[src/rtl/lcgs_pkg.sv]
package lcgs_pkg;

  // Shuffle table geometry and warm-up length of a reseed.
  localparam int unsigned TABLE_SIZE   = 32;
  localparam int unsigned WARMUP_EXTRA = 8;
  localparam int unsigned WARMUP_STEPS = TABLE_SIZE + WARMUP_EXTRA;
  localparam int unsigned TBL_AW       = $clog2(TABLE_SIZE);
  localparam int unsigned CNT_W        = $clog2(WARMUP_STEPS);

  localparam int unsigned VAL_W  = 31;
  localparam int unsigned MULT_W = 16;
  localparam int unsigned FOLD_W = 8;
  localparam int unsigned PROD_W = VAL_W + MULT_W;

  typedef logic [VAL_W-1:0]  val_t;
  typedef logic [MULT_W-1:0] mult_t;
  typedef logic [FOLD_W-1:0] fold_t;
  typedef logic [TBL_AW-1:0] tbl_addr_t;

  // Request function codes.
  localparam logic FUNC_DRAW   = 1'b0;
  localparam logic FUNC_RESEED = 1'b1;

  // Both moduli sit just below 2^31, so 2^31 folds back as a small constant.
  localparam val_t  MOD1        = 31'd2147483563;
  localparam val_t  MOD2        = 31'd2147483399;
  localparam mult_t MULT1       = 16'd40014;
  localparam mult_t MULT2       = 16'd40692;
  localparam fold_t FOLD1       = 8'd85;
  localparam fold_t FOLD2       = 8'd249;
  localparam val_t  OUT_MAX     = 31'd2147483562;
  localparam val_t  SECOND_INIT = 31'd123456789;

  // Slot selection divides the last output by SLOT_DIV. The reciprocal
  // estimate is never high and at most one below the true quotient.
  localparam longint unsigned SLOT_DIV = 64'd1 + 64'd2147483562 / TABLE_SIZE;
  localparam longint unsigned SLOT_MUL = (64'd1 << VAL_W) / SLOT_DIV;
  localparam int unsigned     SMUL_W   = $clog2(SLOT_MUL + 1);
  localparam int unsigned     SPROD_W  = VAL_W + SMUL_W;
  localparam int unsigned     THR_W    = VAL_W + 1;

  typedef struct packed {
    logic      we;
    tbl_addr_t addr;
    val_t      data;
  } tbl_wr_t;

  typedef struct packed {
    logic      re;
    tbl_addr_t addr;
  } tbl_rd_t;

endpackage

[src/rtl/lcgs_if.sv]
interface lcgs_req_if;
  import lcgs_pkg::*;

  logic valid;
  logic ready;
  logic func;
  val_t seed;

  modport source (output valid, output func, output seed, input ready);
  modport sink (input valid, input func, input seed, output ready);
endinterface

interface lcgs_rsp_if;
  import lcgs_pkg::*;

  logic valid;
  logic ready;
  val_t value;

  modport source (output valid, output value, input ready);
  modport sink (input valid, input value, output ready);
endinterface

[src/rtl/lcgs_mcg_step.sv]
module lcgs_mcg_step (
  input  logic           clk,
  input  logic           load,
  input  lcgs_pkg::val_t  z,
  input  lcgs_pkg::mult_t mult,
  input  lcgs_pkg::val_t  modulus,
  input  lcgs_pkg::fold_t fold,
  output lcgs_pkg::val_t  result
);
  import lcgs_pkg::*;

  logic [PROD_W-1:0] prod_r;
  logic [MULT_W-1:0] hi;
  logic [VAL_W-1:0]  lo;
  logic [VAL_W:0]    sum;

  always_ff @(posedge clk) begin
    if (load) begin
      prod_r <= PROD_W'(z) * PROD_W'(mult);
    end
  end

  // The high part is worth hi * 2^31, which is hi * fold modulo the modulus.
  // The folded sum stays below twice the modulus, so one subtraction reduces it.
  assign hi  = prod_r[PROD_W-1:VAL_W];
  assign lo  = prod_r[VAL_W-1:0];
  assign sum = (VAL_W+1)'(hi * fold) + {1'b0, lo};

  always_comb begin
    if (sum >= {1'b0, modulus}) begin
      result = VAL_W'(sum - {1'b0, modulus});
    end else begin
      result = sum[VAL_W-1:0];
    end
  end

endmodule

[src/rtl/lcgs_table.sv]
module lcgs_table (
  input  logic              clk,
  input  logic              rst_n,
  input  lcgs_pkg::tbl_wr_t wr,
  input  lcgs_pkg::tbl_rd_t rd,
  output lcgs_pkg::val_t    rd_data
);
  import lcgs_pkg::*;

  val_t                  mem [TABLE_SIZE];
  logic [TABLE_SIZE-1:0] vld_r;
  val_t                  rd_data_r;
  logic                  rd_vld_r;

  always_ff @(posedge clk) begin
    if (wr.we) begin
      mem[wr.addr] <= wr.data;
    end
    if (rd.re) begin
      rd_data_r <= mem[rd.addr];
    end
  end

  // An entry that has never been written reads as zero.
  always_ff @(posedge clk) begin
    if (!rst_n) begin
      vld_r    <= '0;
      rd_vld_r <= 1'b0;
    end else begin
      if (wr.we) begin
        vld_r[wr.addr] <= 1'b1;
      end
      if (rd.re) begin
        rd_vld_r <= vld_r[rd.addr];
      end
    end
  end

  assign rd_data = rd_vld_r ? rd_data_r : '0;

endmodule

[src/rtl/combined_lcg_shuffle_rng.sv]
// Combined two-generator congruential random source with a shuffle table.
// Requests arrive on in_chan (func, seed) with a valid/ready handshake and
// results leave on out_chan (value), one result for every request.
// func 0 draws the next value; func 1 reseeds from seed, zero taken as one,
// then draws. The uniform deviate is value divided by 2147483563.
// In a draw the generator and slot multipliers are loaded at acceptance, the
// next cycle reduces them and reads the shuffle table, and the cycle after
// writes the table back and registers the result. A reseed runs 40 warm-up
// steps of generator one, the multiply and fold of one step feeding the
// next, then the draw.
// One request is worked on at a time; in_chan.ready is high while idle.
// The output register holds one result, so a request is accepted while a
// result still waits; if out_chan stays stalled, that request holds in its
// write-back cycle and touches nothing until the waiting result is taken.
// Synchronous reset restores generator one to 1, generator two to 123456789,
// the last output to 0 and every table entry to zero, and drops out_chan.valid.
module combined_lcg_shuffle_rng (
  input logic        clk,
  input logic        rst_n,
  lcgs_req_if.sink   in_chan,
  lcgs_rsp_if.source out_chan
);
  import lcgs_pkg::*;

  typedef enum logic [5:0] {
    ST_IDLE = 6'b000001,
    ST_SMUL = 6'b000010,
    ST_SRED = 6'b000100,
    ST_DMUL = 6'b001000,
    ST_RED  = 6'b010000,
    ST_WB   = 6'b100000
  } state_t;

  state_t             state_r, state_nxt;
  val_t               gen1_r, gen1_nxt;
  val_t               gen2_r, gen2_nxt;
  val_t               last_out_r, last_out_nxt;
  logic [CNT_W-1:0]   cnt_r, cnt_nxt;
  tbl_addr_t          slot_r, slot_nxt;
  logic [SPROD_W-1:0] slot_prod_r;
  logic               out_valid_r, out_valid_nxt;
  val_t               out_value_r, out_value_nxt;

  logic      in_acc;
  logic      step_load;
  logic      wb_go;
  val_t      seed_fix;
  val_t      step1_res;
  val_t      step2_res;
  val_t      tbl_data;
  tbl_wr_t   tbl_wr;
  tbl_rd_t   tbl_rd;

  logic [SMUL_W-1:0] q_est;
  logic [SMUL_W:0]   q_inc;
  logic [SMUL_W:0]   q_cor;
  logic [THR_W-1:0]  thr;
  tbl_addr_t         slot_calc;

  logic signed [VAL_W+1:0] diff;
  logic signed [VAL_W+1:0] diff_adj;
  val_t                    draw_val;

  assign in_chan.ready  = (state_r == ST_IDLE);
  assign in_acc         = in_chan.valid && in_chan.ready;
  assign out_chan.valid = out_valid_r;
  assign out_chan.value = out_value_r;

  assign seed_fix  = (in_chan.seed == '0) ? VAL_W'(1) : in_chan.seed;
  assign step_load = (in_acc && (in_chan.func == FUNC_DRAW)) || (state_r == ST_SMUL) ||
                     (state_r == ST_DMUL);
  assign wb_go     = (state_r == ST_WB) && (!out_valid_r || out_chan.ready);

  lcgs_mcg_step u_step1 (
    .clk     (clk),
    .load    (step_load),
    .z       (gen1_r),
    .mult    (MULT1),
    .modulus (MOD1),
    .fold    (FOLD1),
    .result  (step1_res)
  );

  lcgs_mcg_step u_step2 (
    .clk     (clk),
    .load    (step_load),
    .z       (gen2_r),
    .mult    (MULT2),
    .modulus (MOD2),
    .fold    (FOLD2),
    .result  (step2_res)
  );

  lcgs_table u_table (
    .clk     (clk),
    .rst_n   (rst_n),
    .wr      (tbl_wr),
    .rd      (tbl_rd),
    .rd_data (tbl_data)
  );

  // Slot index: the reciprocal estimate is corrected upwards by one compare.
  assign q_est = slot_prod_r[SPROD_W-1:VAL_W];
  assign q_inc = {1'b0, q_est} + (SMUL_W+1)'(1);
  assign thr   = THR_W'(q_inc) * THR_W'(SLOT_DIV);
  assign q_cor = ({1'b0, last_out_r} >= thr) ? q_inc : {1'b0, q_est};

  always_comb begin
    if (q_cor >= (SMUL_W+1)'(TABLE_SIZE)) begin
      slot_calc = TBL_AW'(TABLE_SIZE - 1);
    end else begin
      slot_calc = q_cor[TBL_AW-1:0];
    end
  end

  assign tbl_rd.re   = (state_r == ST_RED);
  assign tbl_rd.addr = slot_calc;

  // Warm-up fills the table from the top slot down; a draw puts the new
  // generator-one value back into the slot it has just read.
  always_comb begin
    tbl_wr.we   = 1'b0;
    tbl_wr.addr = slot_r;
    tbl_wr.data = gen1_r;
    if ((state_r == ST_SRED) && (cnt_r < CNT_W'(TABLE_SIZE))) begin
      tbl_wr.we   = 1'b1;
      tbl_wr.addr = cnt_r[TBL_AW-1:0];
      tbl_wr.data = step1_res;
    end else if (wb_go) begin
      tbl_wr.we = 1'b1;
    end
  end

  assign diff     = $signed({2'b00, tbl_data}) - $signed({2'b00, gen2_r});
  assign diff_adj = (diff < 1) ? diff + $signed({2'b00, OUT_MAX}) : diff;
  assign draw_val = diff_adj[VAL_W-1:0];

  always_comb begin
    state_nxt     = state_r;
    gen1_nxt      = gen1_r;
    gen2_nxt      = gen2_r;
    last_out_nxt  = last_out_r;
    cnt_nxt       = cnt_r;
    slot_nxt      = slot_r;
    out_valid_nxt = out_valid_r && !out_chan.ready;
    out_value_nxt = out_value_r;
    case (state_r)
      ST_IDLE: begin
        if (in_acc) begin
          if (in_chan.func == FUNC_RESEED) begin
            gen1_nxt  = seed_fix;
            gen2_nxt  = seed_fix;
            cnt_nxt   = CNT_W'(WARMUP_STEPS - 1);
            state_nxt = ST_SMUL;
          end else begin
            state_nxt = ST_RED;
          end
        end
      end
      ST_SMUL: begin
        state_nxt = ST_SRED;
      end
      ST_SRED: begin
        gen1_nxt = step1_res;
        if (cnt_r == '0) begin
          last_out_nxt = step1_res;
          state_nxt    = ST_DMUL;
        end else begin
          cnt_nxt   = cnt_r - CNT_W'(1);
          state_nxt = ST_SMUL;
        end
      end
      ST_DMUL: begin
        state_nxt = ST_RED;
      end
      ST_RED: begin
        gen1_nxt  = step1_res;
        gen2_nxt  = step2_res;
        slot_nxt  = slot_calc;
        state_nxt = ST_WB;
      end
      ST_WB: begin
        if (wb_go) begin
          out_valid_nxt = 1'b1;
          out_value_nxt = draw_val;
          last_out_nxt  = draw_val;
          state_nxt     = ST_IDLE;
        end
      end
      default: begin
        state_nxt = ST_IDLE;
      end
    endcase
  end

  always_ff @(posedge clk) begin
    if (!rst_n) begin
      state_r     <= ST_IDLE;
      gen1_r      <= VAL_W'(1);
      gen2_r      <= SECOND_INIT;
      last_out_r  <= '0;
      cnt_r       <= '0;
      out_valid_r <= 1'b0;
    end else begin
      state_r     <= state_nxt;
      gen1_r      <= gen1_nxt;
      gen2_r      <= gen2_nxt;
      last_out_r  <= last_out_nxt;
      cnt_r       <= cnt_nxt;
      out_valid_r <= out_valid_nxt;
    end
  end

  always_ff @(posedge clk) begin
    slot_r      <= slot_nxt;
    out_value_r <= out_value_nxt;
    if (step_load) begin
      slot_prod_r <= SPROD_W'(last_out_r) * SPROD_W'(SLOT_MUL);
    end
  end

  a_out_range: assert property (@(posedge clk) disable iff (!rst_n)
    out_valid_r |-> (out_value_r >= VAL_W'(1) && out_value_r <= OUT_MAX))
    else $error("result outside 1 to OUT_MAX");

  a_gen_reduced: assert property (@(posedge clk) disable iff (!rst_n)
    (state_r == ST_RED) |=> (gen1_r < MOD1 && gen2_r < MOD2))
    else $error("generator state not reduced after a draw step");

  a_stall_no_write: assert property (@(posedge clk) disable iff (!rst_n)
    (state_r == ST_WB && out_valid_r && !out_chan.ready) |-> !tbl_wr.we)
    else $error("table written while the result register is still full");

  a_warm_end: assert property (@(posedge clk) disable iff (!rst_n)
    (state_r == ST_SRED && cnt_r == '0) |=>
      (state_r == ST_DMUL && last_out_r == gen1_r))
    else $error("warm-up did not hand slot zero over to the draw");

endmodule
[src/flat_wrapper.sv]
// flat-port wrapper written by rule: the top's interface ports become plain ports
module combined_lcg_shuffle_rng_flat import lcgs_pkg::*;
  (clk, rst_n, in_chan_valid, in_chan_func, in_chan_seed, in_chan_ready, out_chan_valid, out_chan_value, out_chan_ready);
  lcgs_req_if in_chan_i ();
  lcgs_rsp_if out_chan_i ();
  input logic clk;
  input logic rst_n;
  input wire logic [$bits(in_chan_i.valid)-1:0] in_chan_valid;
  input wire logic [$bits(in_chan_i.func)-1:0] in_chan_func;
  input wire logic [$bits(in_chan_i.seed)-1:0] in_chan_seed;
  output wire logic [$bits(in_chan_i.ready)-1:0] in_chan_ready;
  output wire logic [$bits(out_chan_i.valid)-1:0] out_chan_valid;
  output wire logic [$bits(out_chan_i.value)-1:0] out_chan_value;
  input wire logic [$bits(out_chan_i.ready)-1:0] out_chan_ready;
  assign in_chan_i.valid = in_chan_valid;
  assign in_chan_i.func = in_chan_func;
  assign in_chan_i.seed = in_chan_seed;
  assign in_chan_ready = in_chan_i.ready;
  assign out_chan_valid = out_chan_i.valid;
  assign out_chan_value = out_chan_i.value;
  assign out_chan_i.ready = out_chan_ready;
  combined_lcg_shuffle_rng u_core (.clk(clk), .rst_n(rst_n), .in_chan(in_chan_i), .out_chan(out_chan_i));
endmodule
[config.mk]
export PLATFORM = sky130hd
export DESIGN_NAME = combined_lcg_shuffle_rng_flat
export DESIGN_NICKNAME = d
export VERILOG_FILES = /design/src/rtl/lcgs_pkg.sv /design/src/rtl/lcgs_if.sv /design/src/rtl/lcgs_mcg_step.sv /design/src/rtl/lcgs_table.sv /design/src/rtl/combined_lcg_shuffle_rng.sv /design/src/flat_wrapper.sv
export SDC_FILE = /design/constraint.sdc
export NUM_CORES = 2
export LEC_CHECK = 0
export ABC_AREA = 1
export BUFFER_PORTS_ARGS = -buffer_cell sky130_fd_sc_hd__buf_2
export CAP_MARGIN = 20
export CELL_PAD_IN_SITES_DETAIL_PLACEMENT = 0
export CELL_PAD_IN_SITES_GLOBAL_PLACEMENT = 1
export CORE_MARGIN = 2
export CORE_UTILIZATION = 52
export CTS_CLUSTER_SIZE = 24
export DETAILED_ROUTE_END_ITERATION = 10
export PLACE_DENSITY = 0.89
export SLEW_MARGIN = 0
export SYNTH_ARGS = -nofsm -noshare
export SYNTH_HDL_FRONTEND = slang
export SYNTH_SLANG_ARGS = --single-unit
[constraint.sdc]
create_clock -name clk -period 9.9 [get_ports clk]
set_input_delay 0.99 -clock clk [delete_from_list [all_inputs] [get_ports clk]]
set_output_delay 0.99 -clock clk [all_outputs]
set_load 0.02 [all_outputs]
==> impl_metrics.py <==
metrics = {
    "logic_synthesis": {
        "synth_cell_types": 67,
        "syn-instance-count": 8162,
        "yosysTopAreaCell": "edfxtp_1",
        "synth_top_area_share_pct": 42.8,
        "synthArstFlopShare_pct": 0,
        "syn_nets": 9202,
        "ys_seq_area_share_pct": 46.3,
        "synth_flop_cell": "edfxtp_1",
        "ys_ff_latch": 1294,
        "ys_top_cells_by_count": "inv_1 (1338), edfxtp_1 (1155), nand2_1 (1041)",
        "synth.avg_cell_area_um2": 9.92,
        "yosys_warnings": 0,
        "syn_area_um2": 81000,
        "synth_edf_count": 1155,
        "ys_top_cells_by_area": "edfxtp_1 (43%), fa_1 (11%), ha_1 (8.3%)",
        "synth_most_common_cell": "inv_1",
    },
    "clock_tree": {
        "cts_resized": 0,
        "htree_levels": 4,
        "hold_buffers": 0,
        "cts_buffer_depth": 3,
        "clkTransAtPathRegs_ps": 60,
        "cts_root_buf": "clkbuf_16",
        "post_cts_buffers": 0,
        "cts_tree": "built",
        "clock_latency_ps": 780,
        "cts_buffers": 137,
        "clock_sinks": 1294,
    },
    "route": {
        "drt_first_pass_iters": 6,
        "drt_wl_total_um": 246000,
        "num_vias": 60700,
        "vias_per_cell": 5.87,
        "drt-wirelength-per-cell_um": 23.8,
        "drcViolationCount": 0,
        "first_iter_violations": 6854,
        "ant_nets": 0,
    },
    "die": {
        "pin_count": 69,
        "die_w_um": 399,
        "initial_utilization_pct": 52.4,
        "coreArea_um2": 154000,
        "chipHeight_um": 399,
        "dieArea_um2": 159000,
        "rows": 144,
    },
    "timing": {
        "finalHoldViolCount": 0,
        "slew_violations": 0,
        "finClkSkew_ps": 33.6,
        "worstMarginPinSlew_ps": 1040,
        "layout_min_cycle_time_ps": 8990,
        "finalCritPeriodShare_pct": 90.8,
        "rsz0062_at_grt": "no",
        "fin_setup_tns_ps": 0,
        "setup_viol_count_final": 0,
        "max_slew_margin_pct": 30.5,
        "max_clock_freq_mhz": 111,
        "holdWs_ps": 469,
    },
    "setup_path": {
        "worst_setup_path_start_kind": "flip-flop",
        "crit_type": "reg2reg",
        "cp_max_fo": 73,
        "r2r_slack_ps": 910,
        "max_stage_delay_ps": 650,
        "worstPathArrival_ps": 9630,
        "required_ps": 10550,
        "crit_path_end_kind": "flip-flop",
        "critPathSlowestCell": "nor4_1",
        "crit_top_cell": "inv_1",
    },
    "grt": {
        "use_met3_pct": 5.89,
        "top_usage_layer": "met2",
        "met1_usage_pct": 43.8,
        "grt_usage_pct": 31.0,
        "antenna_found_initial": 6,
        "grt_first_pass_wirelength_um": 366000,
        "grt_overflow": 0,
        "grt_pass1_vias": 59000,
        "grt_util_met2_pct": 48.3,
        "grt_max_degree": 141,
    },
    "finish": {
        "area_delta_synth_final_pct": 9.70,
        "final_util_pct": 57.5,
        "nFillCells": 13100,
        "final_layout_size_suffix_gt1_share_pct": 6.00,
        "finish.net_count": 9233,
    },
    "worst_hold_path": {
        "hold_class": "reg2reg",
    },
    "placement": {
        "io_buffer_count": 68,
        "dp_hpwl_um": 168000,
        "place_congestion": 0.984,
    },
    "outcome": {
        "status": "completed",
    },
    "job": {
        "maxCapViolations": 0,
    },
}
[flip-flops by register name, indices dropped and copies added, names as in the netlist]
name                      cells
u_core.u_table.mem          992
u_core.u_step1.prod_r        46
u_core.u_step2.prod_r        45
u_core.u_table.vld_r         32
u_core.gen1_r                31
u_core.gen2_r                31
u_core.last_out_r            31
u_core.out_chan.value        31
u_core.u_table.rd_data_r     31
u_core.cnt_r                  6
u_core.state_r                6
u_core.slot_prod_r            5
u_core.slot_r                 5
u_core.out_chan.valid         1
u_core.u_table.rd_vld_r       1
[layout make-up]
cell class                 instances  area (um^2)  share of cell area (%)
antenna                            2         5.00                 0.00563
clock buffer                     176         3660                    4.12
clock inverter                    69          813                   0.916
inverter                        1349         5070                    5.71
multi-input combinational       5224        37800                    42.5
sequential                      1294        37500                    42.2
tap                             2044         2560                    2.88
timing repair buffer             187         1470                    1.66
[worst max-delay path: cells and delay by family, from the launching register on]
family | cells | cell delay (ps)
AOI/OAI and AO/OA | 4 | 1110
xor gates and xnor gates | 2 | 470
adders and majority gates | 7 | 2620
buffers and inverters | 7 | 1580
DFF | 1 | 520
and+or+nand+nor | 13 | 2480
[cells by family (layout without fill, tap and decap cells)]
| group | Yosys count | after routing | share of synthesized area, % |
|---|---|---|---|
| fa+ha+maj | 1004 | 1004 | 19.8 |
| compound gates | 1701 | 1701 | 11.8 |
| other cells | 0 | 2 | 0 |
| xor+xnor | 194 | 194 | 2.14 |
| simple gates | 2325 | 2325 | 12.2 |
| buf+inv | 1644 | 1781 | 7.76 |
| flops | 1294 | 1294 | 46.3 |
[layer usage]
| layer | part of all wire, % | vias to the layer above | wire length, um |
|---|---|---|---|
| li1 | - | 27600 | - |
| met1 | 41 | 29700 | 100000 |
| met2 | 45 | 3004 | 111000 |
| met3 | 10 | 433 | 25800 |
| met4 | 3.5 | 0 | 8640 |
| met5 | 0 | - | 0 |
[final timing paths]
path	startpoint	to	cells past startpoint
worst min register to register	u_core.u_table.vld_r[5]	u_core.u_table.vld_r[5]	2
worst min-delay path	u_core.u_table.vld_r[5]	u_core.u_table.vld_r[5]	2
worst max-delay path	u_core.slot_prod_r[31]	u_core.u_table.rd_data_r[2]	33
worst max register to register	u_core.slot_prod_r[31]	u_core.u_table.rd_data_r[2]	33
[cell usage in the layout (no fill, tap or decap), drive strengths merged, types with 2 or more instances in the layout]
cell type and n:
inv 1350, edfxtp 1155, nand2 1052, o21ai 896
nor2 568, nand3 567, ha 539, fa 465
a21oi 386, o21bai 199, buf 187, clkbuf 176
dfxtp 139, xor2 127, o211ai 117, xnor2 67
clkinv 55, nand4 49, nor3 43, a31oi 40
nor4 19, o21a 18, a21o 10, nand3b 10
bufinv 10, a21boi 9, or2 7, o31ai 4
o2111ai 4, o221ai 4, and2 3, nor3b 3
a211oi 3, clkinvlp 3, diode 2, and3 2
[stage by stage]
step                      cell area [um^2]  setup slack, ps  instances
after detailed placement             84300              988      10100
after CTS                            88800              952      10300
after global placement               84300             1340      10100
final                                88800              912      10300
after global routing                 88800              264      10300
after floorplan                      81000             2870       8162
Power is not shown: default switching activity piles up to over one toggle a cycle in this logic, so the estimate is an artifact.
